<file path="src/design/rhc_pkg.sv">
// Shared constants and datapath types of the RGB to HSL converter.
// No dependencies; imported by the converter, its divider and its checker.
package rhc_pkg;

   // fraction bits of every result; results are Q1.FRAC_BITS
   localparam int FRAC_BITS = 16;
   localparam int QW        = FRAC_BITS + 1;   // result field width
   localparam int DW        = 11;              // divisor width, holds 6*255
   localparam int RW        = DW + 1;          // partial remainder width
   localparam int LANES     = 2;

   // lane slots in the divider word
   localparam int LANE_HUE = 0;
   localparam int LANE_SAT = 1;

   localparam logic [QW-1:0] ONE_FX  = QW'(1) << FRAC_BITS;

   // lightness s * 2^F / 510 = s * LIG_Q + s * LIG_R / 255,
   // where 2^(F-1) = 255 * LIG_Q + LIG_R and LIG_R is a power of two
   localparam int            LIG_SH = (FRAC_BITS - 1) % 8;
   localparam logic [7:0]    LIG_R  = 8'(1 << LIG_SH);
   localparam logic [QW-1:0] LIG_Q  = QW'(((1 << (FRAC_BITS - 1)) - (1 << LIG_SH)) / 255);

   // one division in flight: remainder, divisor, quotient so far
   typedef struct packed {
      logic [RW-1:0] rem;
      logic [DW-1:0] dvs;
      logic [QW-1:0] quo;
   } div_lane_type;

   // word moving through the divider pipeline
   typedef struct packed {
      logic                           grey;
      logic [QW-1:0]                  lig;
      div_lane_type [LANES-1:0]       lane;
   } div_word_type;

endpackage

</file>
<file path="src/design/rhc_div_pipe.sv">
// Pipelined restoring divider: two lanes, one quotient bit per stage,
// lightness carried alongside. Depends on rhc_pkg for widths and the word type.
module rhc_div_pipe (
   input  logic                 clock,
   input  logic                 reset,
   input  logic                 in_valid,
   output logic                 in_ready,
   input  rhc_pkg::div_word_type in_word,
   output logic                 out_valid,
   input  logic                 out_ready,
   output rhc_pkg::div_word_type out_word
);
   import rhc_pkg::*;

   // one restoring step: compare, subtract, shift in the quotient bit
   function automatic div_lane_type div_step(input div_lane_type x);
      div_lane_type  y;
      logic          q_bit;
      logic [RW-1:0] diff;
      q_bit = (x.rem >= {1'b0, x.dvs});
      diff  = q_bit ? (x.rem - {1'b0, x.dvs}) : x.rem;
      y.rem = {diff[RW-2:0], 1'b0};
      y.dvs = x.dvs;
      y.quo = {x.quo[QW-2:0], q_bit};
      return y;
   endfunction

   logic         v_ff  [QW];
   div_word_type w_ff  [QW];
   div_word_type w_in  [QW];
   logic         stage_ready [QW+1];

   // ready ripples back; an empty stage can always load
   always_comb begin
      stage_ready[QW] = out_ready;
      for (int k = QW - 1; k >= 0; k--) begin
         stage_ready[k] = !v_ff[k] || stage_ready[k+1];
      end
   end

   // next word of every stage
   always_comb begin
      w_in[0] = in_word;
      for (int k = 1; k < QW; k++) w_in[k] = w_ff[k-1];
      for (int k = 0; k < QW; k++) begin
         for (int l = 0; l < LANES; l++) begin
            w_in[k].lane[l] = div_step(w_in[k].lane[l]);
         end
      end
   end

   // stage valid bits
   always_ff @(posedge clock) begin
      if (reset) begin
         for (int k = 0; k < QW; k++) v_ff[k] <= 1'b0;
      end else begin
         if (stage_ready[0]) v_ff[0] <= in_valid;
         for (int k = 1; k < QW; k++) begin
            if (stage_ready[k]) v_ff[k] <= v_ff[k-1];
         end
      end
   end

   // stage payload
   always_ff @(posedge clock) begin
      for (int k = 0; k < QW; k++) begin
         if (stage_ready[k]) w_ff[k] <= w_in[k];
      end
   end

   assign in_ready  = stage_ready[0];
   assign out_valid = v_ff[QW-1];
   assign out_word  = w_ff[QW-1];

endmodule

</file>
<file path="src/design/rgb_to_hsl_convert.sv">
// RGB to HSL converter: takes one 8-bit RGB pixel per word and returns hue,
// saturation and lightness as Q1.16 fractions, truncated, 65536 meaning 1.0.
// It accepts one pixel every clock and delivers one result every clock when
// the result side keeps up; the pipeline holds, in order:
// one stage for max/min, one for sector numerators, divisors and lightness
// (a constant reciprocal product), 17 stages of the two-lane restoring
// divider for hue and saturation (one quotient bit per stage), and the
// output register. Stalls are absorbed stage by stage, so empty stages keep
// taking pixels while a finished result waits. A grey pixel yields
// saturation 0 and hue 1.0; pure red yields hue 1.0.
// Depends on rhc_pkg and rhc_div_pipe.
module rgb_to_hsl_convert (
   input  logic                   clock,
   input  logic                   reset,
   input  logic                   req_valid,
   output logic                   req_ready,
   input  logic [7:0]             req_red,
   input  logic [7:0]             req_green,
   input  logic [7:0]             req_blue,
   output logic                   rsp_valid,
   input  logic                   rsp_ready,
   output logic [rhc_pkg::QW-1:0] rsp_hue,
   output logic [rhc_pkg::QW-1:0] rsp_saturation,
   output logic [rhc_pkg::QW-1:0] rsp_lightness
);
   import rhc_pkg::*;

   // stage A: pixel with max, min and sector flags
   logic       a_v_ff;
   logic [7:0] a_r_ff, a_g_ff, a_b_ff, a_mx_ff, a_mn_ff;
   logic       a_bmax_ff, a_gmax_ff, a_ggtb_ff;
   logic [7:0] mx_in, mn_in;
   logic       a_ready;

   // stage B: divider input word
   logic         b_v_ff;
   div_word_type b_ff, b_in;
   logic         b_ready;

   // divider and output
   logic         div_in_ready, div_out_valid, div_out_ready;
   div_word_type div_out;
   logic         rsp_valid_ff;
   logic [QW-1:0] hue_ff, sat_ff, lig_ff;

   // ready chain back from the output register
   assign div_out_ready = !rsp_valid_ff || rsp_ready;
   assign b_ready       = !b_v_ff || div_in_ready;
   assign a_ready       = !a_v_ff || b_ready;
   assign req_ready     = a_ready;

   // max and min of the three channels
   always_comb begin
      mx_in = req_red;
      mn_in = req_red;
      if (req_green > mx_in) mx_in = req_green;
      if (req_blue  > mx_in) mx_in = req_blue;
      if (req_green < mn_in) mn_in = req_green;
      if (req_blue  < mn_in) mn_in = req_blue;
   end

   always_ff @(posedge clock) begin
      if (reset) a_v_ff <= 1'b0;
      else if (a_ready) a_v_ff <= req_valid;
   end

   always_ff @(posedge clock) begin
      if (a_ready) begin
         a_r_ff    <= req_red;
         a_g_ff    <= req_green;
         a_b_ff    <= req_blue;
         a_mx_ff   <= mx_in;
         a_mn_ff   <= mn_in;
         a_bmax_ff <= (req_blue == mx_in);
         a_gmax_ff <= (req_green == mx_in);
         a_ggtb_ff <= (req_green > req_blue);
      end
   end

   // sector numerator, the two divisors and lightness
   always_comb begin
      logic [7:0]  d;
      logic [8:0]  s;
      logic [11:0] d12, r12, g12, b12, num12, d6;
      logic [8:0]  sat_den;
      logic [15:0] lig_y;
      logic [16:0] lig_t;
      d   = a_mx_ff - a_mn_ff;
      s   = {1'b0, a_mx_ff} + {1'b0, a_mn_ff};
      d12 = {4'b0, d};
      r12 = {4'b0, a_r_ff};
      g12 = {4'b0, a_g_ff};
      b12 = {4'b0, a_b_ff};
      d6  = (d12 << 2) + (d12 << 1);
      if (a_bmax_ff)      num12 = (d12 << 2) + r12 - g12;
      else if (a_gmax_ff) num12 = (d12 << 1) + b12 - r12;
      else if (a_ggtb_ff) num12 = g12 - b12;
      else                num12 = d6 + g12 - b12;
      sat_den = (s <= 9'd255) ? s : (9'd510 - s);

      // y / 255 as (y + y/256 + 1) / 256, exact for y below 65535
      lig_y = 16'(s) * 16'(LIG_R);
      lig_t = 17'(lig_y) + 17'(lig_y >> 8) + 17'd1;

      b_in.grey               = (d == 8'd0);
      b_in.lig                = QW'(s) * LIG_Q + QW'(lig_t[16:8]);
      b_in.lane[LANE_HUE].rem = RW'(num12[DW-1:0]);
      b_in.lane[LANE_HUE].dvs = d6[DW-1:0];
      b_in.lane[LANE_HUE].quo = '0;
      b_in.lane[LANE_SAT].rem = RW'(d);
      b_in.lane[LANE_SAT].dvs = DW'(sat_den);
      b_in.lane[LANE_SAT].quo = '0;
   end

   always_ff @(posedge clock) begin
      if (reset) b_v_ff <= 1'b0;
      else if (b_ready) b_v_ff <= a_v_ff;
   end

   always_ff @(posedge clock) begin
      if (b_ready) b_ff <= b_in;
   end

   rhc_div_pipe u_div (
      .clock     (clock),
      .reset     (reset),
      .in_valid  (b_v_ff),
      .in_ready  (div_in_ready),
      .in_word   (b_ff),
      .out_valid (div_out_valid),
      .out_ready (div_out_ready),
      .out_word  (div_out)
   );

   // output register; grey pixels override hue and saturation
   always_ff @(posedge clock) begin
      if (reset) rsp_valid_ff <= 1'b0;
      else if (div_out_ready) rsp_valid_ff <= div_out_valid;
   end

   always_ff @(posedge clock) begin
      if (div_out_ready) begin
         hue_ff <= div_out.grey ? ONE_FX : div_out.lane[LANE_HUE].quo;
         sat_ff <= div_out.grey ? '0     : div_out.lane[LANE_SAT].quo;
         lig_ff <= div_out.lig;
      end
   end

   assign rsp_valid      = rsp_valid_ff;
   assign rsp_hue        = hue_ff;
   assign rsp_saturation = sat_ff;
   assign rsp_lightness  = lig_ff;

endmodule

</file>
<file path="config.mk">
export PLATFORM = sky130hd
export DESIGN_NAME = rgb_to_hsl_convert
export DESIGN_NICKNAME = d
export VERILOG_FILES = /design/src/design/rhc_pkg.sv /design/src/design/rhc_div_pipe.sv /design/src/design/rgb_to_hsl_convert.sv
export SDC_FILE = /design/constraint.sdc
export NUM_CORES = 2
export LEC_CHECK = 0
export BUFFER_PORTS_ARGS = -buffer_cell sky130_fd_sc_hd__buf_2
export CAP_MARGIN = 20
export CORE_MARGIN = 5
export CORE_UTILIZATION = 40
export CTS_BUF_LIST = sky130_fd_sc_hd__clkbuf_4
export CTS_CLUSTER_DIAMETER = 40
export DETAILED_ROUTE_END_ITERATION = 16
export PLACE_DENSITY = 0.59
export SLEW_MARGIN = 20
export SYNTH_ARGS = -nofsm -noshare
export SYNTH_HDL_FRONTEND = slang
export SYNTH_SLANG_ARGS = --single-unit
</file>
<file path="constraint.sdc">
create_clock -name clock -period 14.83 [get_ports clock]
set_input_delay 2.966 -clock clock [delete_from_list [all_inputs] [get_ports clock]]
set_output_delay 2.966 -clock clock [all_outputs]
set_load 0.02 [all_outputs]
</file>
==> flow_metrics.env <==
export IMPL_status="completed"
export IMPL_final_net_count=5660
export IMPL_antenna_found_initial=4
export IMPL_fin_cells=7594
export IMPL_yosysUniqueCellTypes=73
export IMPL_end_kind="output pin"
export IMPL_grt_max_degree=85
export IMPL_cap_violations=0
export IMPL_core_mm2=0.162
export IMPL_cts_tree="done"
export IMPL_clock_sinks=1404
export IMPL_htreeDepth=5
export IMPL_die_area_mm2=0.171
export IMPL_yosysTopAreaCellShare_pct=64.7
export IMPL_arrival_ps=7180
export IMPL_grt_pass1_wl_um=186000
export IMPL_post_dp_cell_area_mm2=0.0683
export IMPL_synth_edf_count=1401
export IMPL_yosysSeqAreaShare_pct=64.8
export IMPL_yosysTopAreaCell="edfxtp_1"
export IMPL_cts_buffer_depth=4
export IMPL_grt_usage_pct=13.4
export IMPL_ys_ff_latch=1404
export IMPL_ctsHoldBuffers=0
export IMPL_synth_async_reset_ratio_pct=0
export IMPL_rsz0062_at_grt="no"
export IMPL_skew_ps=133
export IMPL_setup_tns_ps=0
export IMPL_syn_avg_cell_area_um2=13.8
export IMPL_place_congestion=0.831
export IMPL_slew_violations=0
export IMPL_syn_inst=4697
export IMPL_grt_pass1_vias=37100
export IMPL_use_met3_pct=3.44
export IMPL_synthTopCellsByCount="1401 x edfxtp_1, 597 x inv_1, 420 x ha_1, 313 x nor2_1, 233 x o21ai_0"
export IMPL_hold_viol=0
export IMPL_setup_violations_final=0
export IMPL_synth_fp_nets=5205
export IMPL_vias=36200
export IMPL_area_growth_syn_to_layout_pct=12.2
export IMPL_ys_warn_count=0
export IMPL_clock_latency_ps=1310
export IMPL_grt_busiest_layer="met2"
export IMPL_final_min_clock_period_ps=10150
export IMPL_cts_repair_resized=0
export IMPL_dieHeight_um=413
export IMPL_post_route_cell_area_mm2=0.0729
export IMPL_via_per_inst=4.76
export IMPL_netlist_area_mm2=0.0650
export IMPL_fmax_mhz=98.5
export IMPL_drt_iter0_drc=2027
export IMPL_grt_util_met2_pct=22.0
export IMPL_maxSlewHeadroom_pct=28.0
export IMPL_layout_worst_path_cycle_share_pct=68.4
export IMPL_num_io_pins=81
export IMPL_wl_um=113000
export IMPL_wire_per_inst_um=14.8
export IMPL_synth_ff_type="edfxtp_1"
export IMPL_worst_pin_slew_ps=1080
export IMPL_utilization_pct=45.0
export IMPL_use_met1_pct=17.4
export IMPL_io_buffers=80
export IMPL_drive_gt1_share_pct=16.7
export IMPL_antenna_left=0
export IMPL_die_width_um=413
export IMPL_grt_overflow=0
export IMPL_firstDrtPassIters=7
export IMPL_holdCritPathClass="reg -> reg"
export IMPL_initial_core_util_pct=40.1
export IMPL_path_max_fanout=68
export IMPL_synth_area_top_cells="edfxtp_1 65%, ha_1 8.1%, inv_1 3.4%, mux2_2 3.0%, xnor2_1 2.0%"
export IMPL_worstSetupStartpointType="input pin"
export IMPL_cts_buffers=377
export IMPL_drc=0
export IMPL_cts_setup_buffers=0
export IMPL_cts_root_buf="clkbuf_4"
export IMPL_rows=148
export IMPL_path_clk_slew_ps=60
export IMPL_worstSetupPathType="in -> out"
export IMPL_yosys_cell_count_top_type="edfxtp_1"
export IMPL_placed_cells=6948
export IMPL_place_hpwl_um=81300
export IMPL_worstPathRequired_ps=11860
worst max-delay path, stage by stage:
cell and delay (ps):
buf_2 100, nor2b_1 450, inv_2 40, buf_4 320
nor2_1 270, and2_1 280, clkinv_2 390, nor2_1 510
nand3_4 90, buf_4 350, nor2_1 290, and2_0 370
nand3_2 110, buf_4 310, buf_2 260
layout make-up:
cell class	instances	area [um^2]
repair buffers	111	633
well taps	2175	2720
clock inverters	117	681
diodes	6	15.0
flip-flops and latches	1404	42100
inverters	604	2270
clock buffers	523	3930
fillers	14600	89300
multi-input cells	2654	20500
worst paths after layout:
kind	from	end	slack [ps]	cells past startpoint
worst max-delay path	rsp_ready	req_ready	4680	15
worst min register to register	u_div.w_ff[0][950]	u_div.w_ff[0][1046]	290	0
worst min-delay path	u_div.w_ff[0][950]	u_div.w_ff[0][1046]	290	0
worst max register to register	a_mx_ff[0]	b_ff[38]	9220	19
cells by family after synthesis:
| logic type | share of synthesized area (%) |
|---|---|
| buffers and inverters | 3.71 |
| adders and majority gates | 9.93 |
| xor gates and xnor gates | 3.14 |
| DFF | 64.8 |
| AOI/OAI and AO/OA | 7.81 |
| and+or+nand+nor | 6.76 |
| muxes | 3.82 |
flip-flops by register name, indices dropped and copies added (netlist names):
name,flops
a_bmax_ff,1
b_ff,54
a_b_ff,8
a_ggtb_ff,1
rsp_lightness,17
u_div.v_ff,17
rsp_saturation,17
a_mn_ff,8
b_v_ff,1
a_v_ff,1
rsp_hue,17
a_gmax_ff,1
rsp_valid,1
a_mx_ff,8
a_g_ff,8
u_div.w_ff,1236
a_r_ff,8
layout by cell type (no fill, tap or decap), types with 14 or more instances in the layout:
cell,instances
o31ai_1,30
nor2b_1,114
buf_2,80
nand3_1,39
clkinv_2,19
buf_4,31
mux2i_1,50
edfxtp_1,1401
inv_1,590
or3_1,19
fa_1,60
a21boi_0,79
a211oi_1,22
o21ai_0,232
nand2b_1,37
xor2_1,75
or2_2,18
xnor2_1,150
clkbuf_4,523
a221oi_1,21
nand4_1,58
mux2_2,176
a21o_1,92
nor2_1,312
inv_2,14
nand2_1,188
ha_1,420
a31oi_1,14
a21oi_1,175
nor3_1,50
clkinv_1,87
o21a_1,50
and2_1,33
per-stage QoR:
| step | hold slack [ps] | setup WS [ps] |
|---|---|---|
| 2_1_floorplan | 400 | 2240 |
| 3_3_place_gp | 400 | 4590 |
| 3_5_place_dp | 405 | 4580 |
| 4_1_cts | 273 | 4550 |
| 5_1_grt | 269 | 4180 |
| 6_report | 287 | 4680 |
per-layer routing:
| metal | share of wire (%) | vias to the layer above |
|---|---|---|
| met5 | 0 | - |
| met4 | 2.2 | 0 |
| met3 | 5.2 | 191 |
| met2 | 47 | 704 |
| met1 | 45 | 17100 |
| li1 | - | 18200 |
Power is not shown: default switching activity piles up to over one toggle a cycle in this logic, so the estimate is an artifact.
